File: config.mk
export PLATFORM = sky130hd
export DESIGN_NAME = best_fit_bin_packer_flat
export DESIGN_NICKNAME = d
export VERILOG_FILES = /design/src/rtl/bfbp_pkg.sv /design/src/rtl/bfbp_in_if.sv /design/src/rtl/bfbp_out_if.sv /design/src/rtl/bfbp_ram.sv /design/src/rtl/bfbp_ctrl.sv /design/src/rtl/bfbp_dp.sv /design/src/rtl/best_fit_bin_packer.sv /design/src/flat_wrapper.sv
export VERILOG_INCLUDE_DIRS = /design/src /design/src/rtl
export SDC_FILE = /design/constraint.sdc
export NUM_CORES = 2
export LEC_CHECK = 0
export BUFFER_PORTS_ARGS = -buffer_cell sky130_fd_sc_hd__buf_4
export CORE_MARGIN = 10
export CORE_UTILIZATION = 65
export DETAILED_ROUTE_END_ITERATION = 10
export PLACE_DENSITY = 0.82
export SKIP_LAST_GASP = 1
export SYNTH_ARGS = -nofsm -noshare
export SYNTH_HDL_FRONTEND = slang
export SYNTH_SLANG_ARGS = --single-unit
export TNS_END_PERCENT = 1
File: constraint.sdc
create_clock -name i_clk -period 12.65 [get_ports i_clk]
set_input_delay 2.53 -clock i_clk [delete_from_list [all_inputs] [get_ports i_clk]]
set_output_delay 2.53 -clock i_clk [all_outputs]
set_load 0.005 [all_outputs]
File: src/rtl/best_fit_bin_packer_assert.svh
// Assertion macros used by the bin packer datapath.
`ifndef BEST_FIT_BIN_PACKER_ASSERT_SVH
`define BEST_FIT_BIN_PACKER_ASSERT_SVH

// Same-cycle implication, sampled on i_clk, off during reset.
`define BFBP_ASSERT_NOW(label, ante, cons) \
    label: assert property (@(posedge i_clk) disable iff (!i_rst_n) (ante) |-> (cons)) \
        else $error("bin packer check failed");

// Next-cycle implication, sampled on i_clk, off during reset.
`define BFBP_ASSERT_NEXT(label, ante, cons) \
    label: assert property (@(posedge i_clk) disable iff (!i_rst_n) (ante) |=> (cons)) \
        else $error("bin packer check failed");

`endif

File: src/rtl/bfbp_pkg.sv
// Shared widths and controller/datapath signal groups of the bin packer.
package bfbp_pkg;

    localparam int ID_W   = 16;
    localparam int SIZE_W = 31;
    localparam int IDX_W  = 6;

    // Commands from the controller to the datapath.
    typedef struct packed {
        logic load;
        logic scan;
        logic commit;
    } t_cmd;

    // Status from the datapath to the controller.
    typedef struct packed {
        logic scan_done;
        logic out_free;
    } t_sts;

endpackage

File: src/rtl/bfbp_in_if.sv
// Request channel carrying one item to be placed.
interface bfbp_in_if;
    logic                        valid;
    logic                        ready;
    logic                        start_run;
    logic [bfbp_pkg::ID_W-1:0]   item_id;
    logic [bfbp_pkg::SIZE_W-1:0] item_size;

    modport source (output valid, output start_run, output item_id, output item_size,
                    input ready);
    modport sink   (input valid, input start_run, input item_id, input item_size,
                    output ready);
endinterface

File: src/rtl/bfbp_out_if.sv
// Result channel carrying one placement decision.
interface bfbp_out_if;
    logic                       valid;
    logic                       ready;
    logic [bfbp_pkg::ID_W-1:0]  placed_id;
    logic [bfbp_pkg::IDX_W-1:0] bin_index;
    logic                       opened_new;
    logic                       bins_full;

    modport source (output valid, output placed_id, output bin_index, output opened_new,
                    output bins_full, input ready);
    modport sink   (input valid, input placed_id, input bin_index, input opened_new,
                    input bins_full, output ready);
endinterface

File: src/rtl/bfbp_ram.sv
// Generic simple dual-port RAM with registered read.
module bfbp_ram #(
    parameter int WIDTH = 31,
    parameter int DEPTH = 64
) (
    input  logic                     i_clk,
    input  logic                     i_we,
    input  logic [$clog2(DEPTH)-1:0] i_waddr,
    input  logic [WIDTH-1:0]         i_wdata,
    input  logic [$clog2(DEPTH)-1:0] i_raddr,
    output logic [WIDTH-1:0]         o_rdata
);
    logic [WIDTH-1:0] r_mem [DEPTH];
    logic [WIDTH-1:0] r_rdata;

    always_ff @(posedge i_clk) begin
        if (i_we) begin
            r_mem[i_waddr] <= i_wdata;
        end
        r_rdata <= r_mem[i_raddr];
    end

    assign o_rdata = r_rdata;
endmodule

File: src/rtl/bfbp_ctrl.sv
// Controller state machine: accept, scan the open bins, commit the result.
module bfbp_ctrl (
    input  logic           i_clk,
    input  logic           i_rst_n,
    input  logic           i_in_valid,
    output logic           o_in_ready,
    input  bfbp_pkg::t_sts i_sts,
    output bfbp_pkg::t_cmd o_cmd
);
    typedef enum logic [2:0] {
        S_IDLE = 3'b001,
        S_SCAN = 3'b010,
        S_EMIT = 3'b100
    } t_state;

    t_state r_state;
    t_state n_state;

    always_comb begin
        n_state      = r_state;
        o_in_ready   = 1'b0;
        o_cmd.load   = 1'b0;
        o_cmd.scan   = 1'b0;
        o_cmd.commit = 1'b0;
        unique case (r_state)
            S_IDLE: begin
                o_in_ready = 1'b1;
                if (i_in_valid) begin
                    o_cmd.load = 1'b1;
                    n_state    = S_SCAN;
                end
            end
            S_SCAN: begin
                o_cmd.scan = 1'b1;
                if (i_sts.scan_done) begin
                    n_state = S_EMIT;
                end
            end
            S_EMIT: begin
                // Hold the decision until the output register can take it.
                if (i_sts.out_free) begin
                    o_cmd.commit = 1'b1;
                    n_state      = S_IDLE;
                end
            end
            default: begin
                n_state = S_IDLE;
            end
        endcase
    end

    always_ff @(posedge i_clk) begin
        if (!i_rst_n) begin
            r_state <= S_IDLE;
        end else begin
            r_state <= n_state;
        end
    end
endmodule

File: src/rtl/bfbp_dp.sv
// Datapath: capacity register, bin store, best-fit compare and output register.
`include "best_fit_bin_packer_assert.svh"

module bfbp_dp #(
    parameter int MAX_BINS = 64
) (
    input  logic                        i_clk,
    input  logic                        i_rst_n,
    input  logic                        i_cfg_we,
    input  logic [bfbp_pkg::SIZE_W-1:0] i_cfg_wdata,
    input  bfbp_pkg::t_cmd              i_cmd,
    output bfbp_pkg::t_sts              o_sts,
    input  logic                        i_start_run,
    input  logic [bfbp_pkg::ID_W-1:0]   i_item_id,
    input  logic [bfbp_pkg::SIZE_W-1:0] i_item_size,
    output logic                        o_out_valid,
    input  logic                        i_out_ready,
    output logic [bfbp_pkg::ID_W-1:0]   o_placed_id,
    output logic [bfbp_pkg::IDX_W-1:0]  o_bin_index,
    output logic                        o_opened_new,
    output logic                        o_bins_full
);
    localparam int AW = $clog2(MAX_BINS);
    localparam int CW = $clog2(MAX_BINS + 1);
    localparam int XW = (AW > bfbp_pkg::IDX_W) ? AW : bfbp_pkg::IDX_W;
    localparam int SW = bfbp_pkg::SIZE_W;

    logic [SW-1:0] r_cap;
    logic [CW-1:0] r_open;
    logic [SW-1:0] r_size;
    logic [bfbp_pkg::ID_W-1:0] r_id;
    logic [CW-1:0] r_rd_cnt;
    logic          r_cmp_vld;
    logic [AW-1:0] r_cmp_idx;
    logic          r_found;
    logic [AW-1:0] r_best_idx;
    logic [SW-1:0] r_best_rem;
    logic          r_out_vld;
    logic [bfbp_pkg::ID_W-1:0]  r_out_id;
    logic [bfbp_pkg::IDX_W-1:0] r_out_idx;
    logic          r_out_new;
    logic          r_out_full;

    logic          issue;
    logic [SW-1:0] rem;
    logic          take;
    logic          can_open;
    logic          we;
    logic [AW-1:0] waddr;
    logic [SW-1:0] wdata;
    logic [XW-1:0] chosen_x;

    assign issue    = i_cmd.scan && (r_rd_cnt != r_open);
    assign can_open = (r_open != CW'(MAX_BINS));

    // Equal item size on every bin, so the smallest remaining space that fits
    // also leaves the least over. Strict less keeps the lowest index on a tie.
    assign take = r_cmp_vld && (rem >= r_size) && (!r_found || (rem < r_best_rem));

    assign o_sts.scan_done = (r_rd_cnt == r_open) && !r_cmp_vld;
    assign o_sts.out_free  = !r_out_vld || i_out_ready;

    always_comb begin
        we       = 1'b0;
        waddr    = r_best_idx;
        wdata    = r_best_rem - r_size;
        chosen_x = XW'(r_best_idx);
        if (i_cmd.commit) begin
            if (r_found) begin
                we = 1'b1;
            end else if (can_open) begin
                we       = 1'b1;
                waddr    = r_open[AW-1:0];
                wdata    = r_cap - r_size;
                chosen_x = XW'(r_open[AW-1:0]);
            end else begin
                chosen_x = '0;
            end
        end
    end

    bfbp_ram #(
        .WIDTH (SW),
        .DEPTH (MAX_BINS)
    ) u_bins (
        .i_clk   (i_clk),
        .i_we    (we),
        .i_waddr (waddr),
        .i_wdata (wdata),
        .i_raddr (r_rd_cnt[AW-1:0]),
        .o_rdata (rem)
    );

    always_ff @(posedge i_clk) begin
        if (!i_rst_n) begin
            r_cap     <= '0;
            r_open    <= '0;
            r_rd_cnt  <= '0;
            r_cmp_vld <= 1'b0;
            r_found   <= 1'b0;
            r_out_vld <= 1'b0;
        end else begin
            if (i_cfg_we) begin
                r_cap <= i_cfg_wdata;
            end
            r_cmp_vld <= issue;
            if (i_cmd.load) begin
                r_rd_cnt <= '0;
                r_found  <= 1'b0;
                if (i_start_run) begin
                    r_open <= '0;
                end
            end else if (issue) begin
                r_rd_cnt <= r_rd_cnt + 1'b1;
            end
            if (take) begin
                r_found <= 1'b1;
            end
            if (i_cmd.commit) begin
                r_out_vld <= 1'b1;
                if (!r_found && can_open) begin
                    r_open <= r_open + 1'b1;
                end
            end else if (i_out_ready) begin
                r_out_vld <= 1'b0;
            end
        end
    end

    always_ff @(posedge i_clk) begin
        if (i_cmd.load) begin
            r_id   <= i_item_id;
            r_size <= (i_item_size > r_cap) ? r_cap : i_item_size;
        end
        if (issue) begin
            r_cmp_idx <= r_rd_cnt[AW-1:0];
        end
        if (take) begin
            r_best_idx <= r_cmp_idx;
            r_best_rem <= rem;
        end
        if (i_cmd.commit) begin
            r_out_id   <= r_id;
            r_out_idx  <= chosen_x[bfbp_pkg::IDX_W-1:0];
            r_out_new  <= !r_found && can_open;
            r_out_full <= !r_found && !can_open;
        end
    end

    assign o_out_valid  = r_out_vld;
    assign o_placed_id  = r_out_id;
    assign o_bin_index  = r_out_idx;
    assign o_opened_new = r_out_new;
    assign o_bins_full  = r_out_full;

    `BFBP_ASSERT_NOW(a_open_bound, 1'b1, r_open <= CW'(MAX_BINS))
    `BFBP_ASSERT_NOW(a_scan_bound, 1'b1, r_rd_cnt <= r_open)
    `BFBP_ASSERT_NOW(a_commit_free, i_cmd.commit, !r_out_vld || i_out_ready)
    `BFBP_ASSERT_NEXT(a_commit_out, i_cmd.commit, r_out_vld)
    `BFBP_ASSERT_NOW(a_new_not_full, r_out_vld, !(r_out_new && r_out_full))
endmodule

File: src/rtl/best_fit_bin_packer.sv
// Top level of the best-fit online bin packer.
//
//   Channel  Dir  Handshake        Contents
//   i_item   in   valid / ready    start_run, item_id, item_size
//   o_res    out  valid / ready    placed_id, bin_index, opened_new, bins_full
//   i_cfg    in   write enable     bin_capacity
//
// An item passes through these steps: accept, one bin store read per open bin (at most
// MAX_BINS, none with no bin open) through the single read port, the registered read,
// a step to see the end of the scan, and commit once the output register is free.
// One request is in work at a time; the next is taken once the previous result
// has moved to the output register, even if it is not yet taken.
// Reset is synchronous and clears the capacity and the open bin count.
module best_fit_bin_packer #(
    parameter int MAX_BINS = 64
) (
    input  logic                        i_clk,
    input  logic                        i_rst_n,
    input  logic                        i_cfg_we,
    input  logic [bfbp_pkg::SIZE_W-1:0] i_cfg_wdata,
    bfbp_in_if.sink                     i_item,
    bfbp_out_if.source                  o_res
);
    bfbp_pkg::t_cmd cmd;
    bfbp_pkg::t_sts sts;
    logic           in_ready;

    assign i_item.ready = in_ready;

    bfbp_ctrl u_ctrl (
        .i_clk      (i_clk),
        .i_rst_n    (i_rst_n),
        .i_in_valid (i_item.valid),
        .o_in_ready (in_ready),
        .i_sts      (sts),
        .o_cmd      (cmd)
    );

    bfbp_dp #(
        .MAX_BINS (MAX_BINS)
    ) u_dp (
        .i_clk        (i_clk),
        .i_rst_n      (i_rst_n),
        .i_cfg_we     (i_cfg_we),
        .i_cfg_wdata  (i_cfg_wdata),
        .i_cmd        (cmd),
        .o_sts        (sts),
        .i_start_run  (i_item.start_run),
        .i_item_id    (i_item.item_id),
        .i_item_size  (i_item.item_size),
        .o_out_valid  (o_res.valid),
        .i_out_ready  (o_res.ready),
        .o_placed_id  (o_res.placed_id),
        .o_bin_index  (o_res.bin_index),
        .o_opened_new (o_res.opened_new),
        .o_bins_full  (o_res.bins_full)
    );
endmodule

File: src/flat_wrapper.sv
// flat-port wrapper written by rule: the top's interface ports become plain ports
module best_fit_bin_packer_flat 
#(
    parameter int MAX_BINS = 64
)
  (i_clk, i_rst_n, i_cfg_we, i_cfg_wdata, i_item_valid, i_item_start_run, i_item_item_id, i_item_item_size, i_item_ready, o_res_valid, o_res_placed_id, o_res_bin_index, o_res_opened_new, o_res_bins_full, o_res_ready);
  bfbp_in_if i_item_i ();
  bfbp_out_if o_res_i ();
  input  logic i_clk;
  input  logic i_rst_n;
  input  logic i_cfg_we;
  input  logic [bfbp_pkg::SIZE_W-1:0] i_cfg_wdata;
  input wire logic [$bits(i_item_i.valid)-1:0] i_item_valid;
  input wire logic [$bits(i_item_i.start_run)-1:0] i_item_start_run;
  input wire logic [$bits(i_item_i.item_id)-1:0] i_item_item_id;
  input wire logic [$bits(i_item_i.item_size)-1:0] i_item_item_size;
  output wire logic [$bits(i_item_i.ready)-1:0] i_item_ready;
  output wire logic [$bits(o_res_i.valid)-1:0] o_res_valid;
  output wire logic [$bits(o_res_i.placed_id)-1:0] o_res_placed_id;
  output wire logic [$bits(o_res_i.bin_index)-1:0] o_res_bin_index;
  output wire logic [$bits(o_res_i.opened_new)-1:0] o_res_opened_new;
  output wire logic [$bits(o_res_i.bins_full)-1:0] o_res_bins_full;
  input wire logic [$bits(o_res_i.ready)-1:0] o_res_ready;
  assign i_item_i.valid = i_item_valid;
  assign i_item_i.start_run = i_item_start_run;
  assign i_item_i.item_id = i_item_item_id;
  assign i_item_i.item_size = i_item_item_size;
  assign i_item_ready = i_item_i.ready;
  assign o_res_valid = o_res_i.valid;
  assign o_res_placed_id = o_res_i.placed_id;
  assign o_res_bin_index = o_res_i.bin_index;
  assign o_res_opened_new = o_res_i.opened_new;
  assign o_res_bins_full = o_res_i.bins_full;
  assign o_res_i.ready = o_res_ready;
  best_fit_bin_packer #(.MAX_BINS(MAX_BINS)) u_core (.i_clk(i_clk), .i_rst_n(i_rst_n), .i_cfg_we(i_cfg_we), .i_cfg_wdata(i_cfg_wdata), .i_item(i_item_i), .o_res(o_res_i));
endmodule
After elaboration in Yosys (flattened, before gate mapping)
Memories as Yosys holds them, arrays and structs flattened. A register that Yosys moved wholly into a read port is not among the register bits.
Index checks and enable logic that the tools add are counted.
- logic and storage cells: 82
- memories: 1
- bits in writable memories: 1984
- register bits after elaboration: 165
- input bits: 84
- memory list (memory ; depth ; bits a word ; rd ports ; clocked after Yosys merged registers in ; wr ports ; line ; source):
    u_core.u_dp.u_bins.r_mem ; 64 ; 31 ; 1 ; 1 ; 1 ; bfbp_ram.sv:13 ; logic [WIDTH-1:0] r_mem [DEPTH];
- eq/ne operators: 9
- bitwise logic cells: 1
- reductions and logical operators: 16
- $add $sub $neg: 4
- magnitude comparators: 3
- muxes and demuxes: 32
- operators by type and width (operator ; number):
    31-bit two-way mux ; 4
    31-bit subtractor ; 2
    31-bit >= comparator ; 1
    31-bit greater-than comparator ; 1
    31-bit less-than comparator ; 1
    6-bit two-way mux ; 5
    7-bit two-way mux ; 4
    1-bit two-way mux ; 15
    7-bit by 1-bit adder with 7-bit output (second input constant) ; 2
    3-bit two-way mux ; 3
    3-bit case mux with 3 select lines ; 1
    7-bit equality test ; 1
    7-bit inequality test ; 1
    7-bit inequality test (second input constant) ; 1
    1-bit logical AND ; 6
    1-bit logical NOT ; 4
    2-bit by 1-bit inequality test with 1-bit output (second input constant) ; 2
    2-bit nonzero test ; 2
    3-bit by 1-bit equality test with 1-bit output (second input constant) ; 1
    3-bit by 2-bit equality test with 1-bit output (second input constant) ; 1
    3-bit equality test (second input constant) ; 1
    3-bit AND reduction ; 1
    1-bit logical OR ; 2
    2-bit inequality test (second input constant) ; 1
    other kinds (2) ; 2

Logic depth before layout (Yosys ltp)
- depth after elaboration: 7
- mapped depth: 13
- gate-level depth less buffers: 13

Hierarchy
A second synthesis with hierarchy kept.
- cells, all modules: 4617
- area, all modules: 88024.4 um^2
- modules (own cells, without submodules) (module ; cells each ; area each (um^2) ; times used ; sequential area each (um^2)):
    bfbp_ram ; 3418 ; 76305.7 ; 1 ; 60197.7
    bfbp_dp ; 1176 ; 11521.0 ; 1 ; 4384.2
    bfbp_ctrl ; 23 ; 197.7 ; 1 ; 60.1

Least setup slack after synthesis
No wires, ideal clock.
- kind: input-to-reg
- start point: in o_res_ready
- end point: mem u_core.u_dp.u_bins.r_mem[0][3] (data pin)
- arrival: 7202 ps
- slack: 4728 ps
- required time: 11930 ps
- library setup time: 720 ps
- cell stages on the path: 8
- path through: nand2b_1 -> and3_1 -> clkbuf_1 -> nand2_1 -> buf_2 -> clkbuf_1 -> buf_2 -> o31ai_1
- RTL lines (what ; line ; source):
    start, declared ; flat_wrapper.sv:23 ; input wire logic [$bits(o_res_i.ready)-1:0] o_res_ready;
    end, declared ; bfbp_ram.sv:13 ;

Final worst setup path
- start point: in o_res_ready
- end point: mem u_core.u_dp.u_bins.r_mem[27][10], enable pin
- cells in the longest elaborated chain, start to end: 6
- RTL lines (what ; line ; source):
    1-bit logical OR (*) ; bfbp_dp.sv:61 ; assign o_sts.out_free = !r_out_vld || i_out_ready;
    1-bit two-way mux (*) ; bfbp_ctrl.sv:41 ; if (i_sts.out_free) begin
    1-bit two-way mux (*) ; bfbp_ctrl.sv:25 ; unique case (r_state)
    1-bit two-way mux ; bfbp_dp.sv:68 ; if (i_cmd.commit) begin
    1-bit two-way mux ; bfbp_ram.sv:17 ; if (i_we) begin
    1-bit two-way mux (implied by the code) ; bfbp_ram.sv:18 ; r_mem[i_waddr] <= i_wdata;
Mark *: on every way between the ends. The rest lies on a longest branch, timed or not.

==> results.toml <==
[sta]
finalHoldWorstSlack_ps = 407
relSlewSlack = 0.0591
fin_ws_ps = 6490
max_freq_ghz = 0.162
tightest_slew_ps = 1410
final_max_slew_viol_count = 0
setup_viol = 0
fin_crit_sh = 0.487
rsz0062_at_grt = "false"
fin_setup_tns_ps = 0
final.min_clock_period_ps = 6160
skew_ps = 59.6
hold_violations = 0

[status]
status = "finished clean"

[yosys]
synth_top_family_by_area = "multiplexers"
ys_types = 63
muxShareOfSynthArea = 0.177
synth_flop_cell = "edfxtp_1"
netlist_instances = 4103
synth_compound_area_frac = 0.0220
netlist.top_cell.by_area = "edfxtp_1"
synth.area.top_cells = "edfxtp_1 72%, mux4_2 17%, ha_1 2.2%"
synth.most_common_cell = "edfxtp_1"
synth-seq-cells = 2180
ys_top_cells_by_count = "2098 x edfxtp_1, 651 x mux4_2, 155 x ha_1"
syn-num-nets = 4344
netlist.area_leader.share = 0.720
synth_area_mm2 = 0.0875
synth_warnings = 0
async_reset_ff_frac = 0
synth_xor_area_frac = 0.00670
synthSimpleGateAreaFrac = 0.0197
synth_edf_count = 2098
synthAdderAreaFrac = 0.0226
syn_area_per_cell_um2 = 21.3
synth_seq_area_share = 0.739

[clock_network]
cts_tree = "done"
cts_made_buffers = 200
clockBufferDepth = 3
root_buffer = "clkbuf_16"
cts_setup_buffers = 0
clk_latency_ps = 870
cts.clk_slew.worst_paths_ps = 60
cts_hold_buf = 0
cts-resized-gates = 0
cts_sinks = 2180
htree_levels = 4

[finish]
nNetsFinal = 4549
drive_above_1_share = 0.288
layout-area-overhead-vs-synth_pct = 11.9
fin_area_mm2 = 0.0980
n_fill_cell = 6901
fin_util = 0.733
fin_cells = 6253

[global_routing]
antenna_found_initial = 20
grt_use_total = 0.317
grt_max_degree = 154
grt_pass1_wl_mm = 340
overflow = 0
grt_pass1_vias = 45400

[power_and_ir_drop]
leakage_nw = 30.8
peakVddDrop_uv = 183
finalPower_mw = 15.5
power_density_mw_per_mm2 = 158

[drt]
drt_iter0_markers = 6782
routed_wl_mm = 237
drc = 0
first_pass_iters = 6
wire_per_inst_um = 37.9
postRouteAntennaNets = 0
vias = 45300
viasPerCell = 7.24

[die]
rows = 134
die_area_mm2 = 0.150
die_height_um = 387
fp.dieW_um = 387
start_util = 0.655
design.portCount = 110
coreArea_mm2 = 0.134

[placed_design]
dp_slack_ps = 5960
dpl-instance-area_mm2 = 0.0913
dp.cells = 5874
place.gp.congestion = 0.893
dp_hpwl_mm = 129
io_buffers = 109

[setup_path]
critical_path_required_ps = 13110
cp_max_fo = 31
start_kind = "input port"
crit_arrival_ps = 6610
worstSetupEndpointType = "flop"
path_class = "in2reg"

[run]
maxCapViolCount = 0

[hold_path]
hold_path_class = "reg2reg"
==> routing by layer <==
| layer | vias up | track usage | share of wire |
|---|---|---|---|
| met5 | - | 0 | 0.00074 |
| met4 | 18 | 0.116 | 0.043 |
| met3 | 639 | 0.0698 | 0.11 |
| met2 | 3638 | 0.539 | 0.51 |
| met1 | 23500 | 0.406 | 0.33 |
| li1 | 17500 | - | - |
==> placed cells by master, fill, tap and decap left out, drive strengths merged, types with 36 or more instances in the layout <==
cell type  instances
edfxtp          2098
mux4             651
clkbuf           251
buf              192
ha               155
nor2             154
inv              120
a21oi             89
clkinv            86
dfxtp             82
nand2             70
o21ai             62
a21o              57
mux2i             42
xor2              36
==> sequential cells by signal, indices dropped and copies added (netlist names) <==
register / cells
u_core.u_ctrl.r_state: 3
u_core.u_dp.o_bin_index: 6
u_core.u_dp.o_bins_full: 1
u_core.u_dp.o_opened_new: 1
u_core.u_dp.o_out_valid: 1
u_core.u_dp.o_placed_id: 16
u_core.u_dp.r_best_idx: 6
u_core.u_dp.r_best_rem: 31
u_core.u_dp.r_cap: 31
u_core.u_dp.r_cmp_idx: 6
u_core.u_dp.r_cmp_vld: 1
u_core.u_dp.r_found: 1
u_core.u_dp.r_id: 16
u_core.u_dp.r_open: 7
u_core.u_dp.r_rd_cnt: 7
u_core.u_dp.r_size: 31
u_core.u_dp.u_bins.o_rdata: 31
u_core.u_dp.u_bins.r_mem: 1984
==> critical path, stage by stage <==
cell,delay (ps)
buf_4,70
nand2b_1,190
and3_1,240
buf_4,420
nand2_4,320
nand2_1,210
and2_0,580
nand2_1,410
or2_2,590
nor2_4,970
==> area by class of cell <==
type / count / area, µm² / share of cell area
Timing Repair Buffer: 192 / 1490 / 0.0152
Tap cell: 1768 / 2210 / 0.0226
Clock inverter: 124 / 1340 / 0.0137
Sequential cell: 2180 / 64700 / 0.660
Antenna cell: 4 / 10.0 / 0.000102
Clock buffer: 251 / 5340 / 0.0545
Multi-Input combinational cell: 1621 / 22500 / 0.230
Inverter: 113 / 424 / 0.00433
==> logic make-up (layout without fill, tap and decap cells) <==
logic type,Yosys count,count (layout)
AO/OA/AOI/OAI,300,300
XOR/XNOR,67,67
multiplexers,727,727
AND/OR/NAND/NOR,370,370
other,0,4
flip-flops,2180,2180
adder cells (fa/ha/maj),157,157
buffers and inverters,302,680
==> where the power goes <==
part	internal [mW]	total [mW]	switching, mW
Sequential	8.29	8.31	0.0143
Combinational	0.197	0.910	0.714
Clock	3.48	6.26	2.77
Total	12.0	15.5	3.50
==> path summary, 6_finish.rpt <==
check | endpoint | start | cells after the start | slack [ps]
min | u_core.u_dp.r_best_idx[5] | u_core.u_dp.r_cmp_idx[5] | 0 | 410
min reg2reg | u_core.u_dp.r_best_idx[5] | u_core.u_dp.r_cmp_idx[5] | 0 | 410
max reg2reg | u_core.u_dp.u_bins.r_mem[27][10] | u_core.u_dp.r_open[0] | 11 | 7410
max | u_core.u_dp.u_bins.r_mem[27][10] | o_res_ready | 10 | 6490
(Power assumes the default switching activity.)
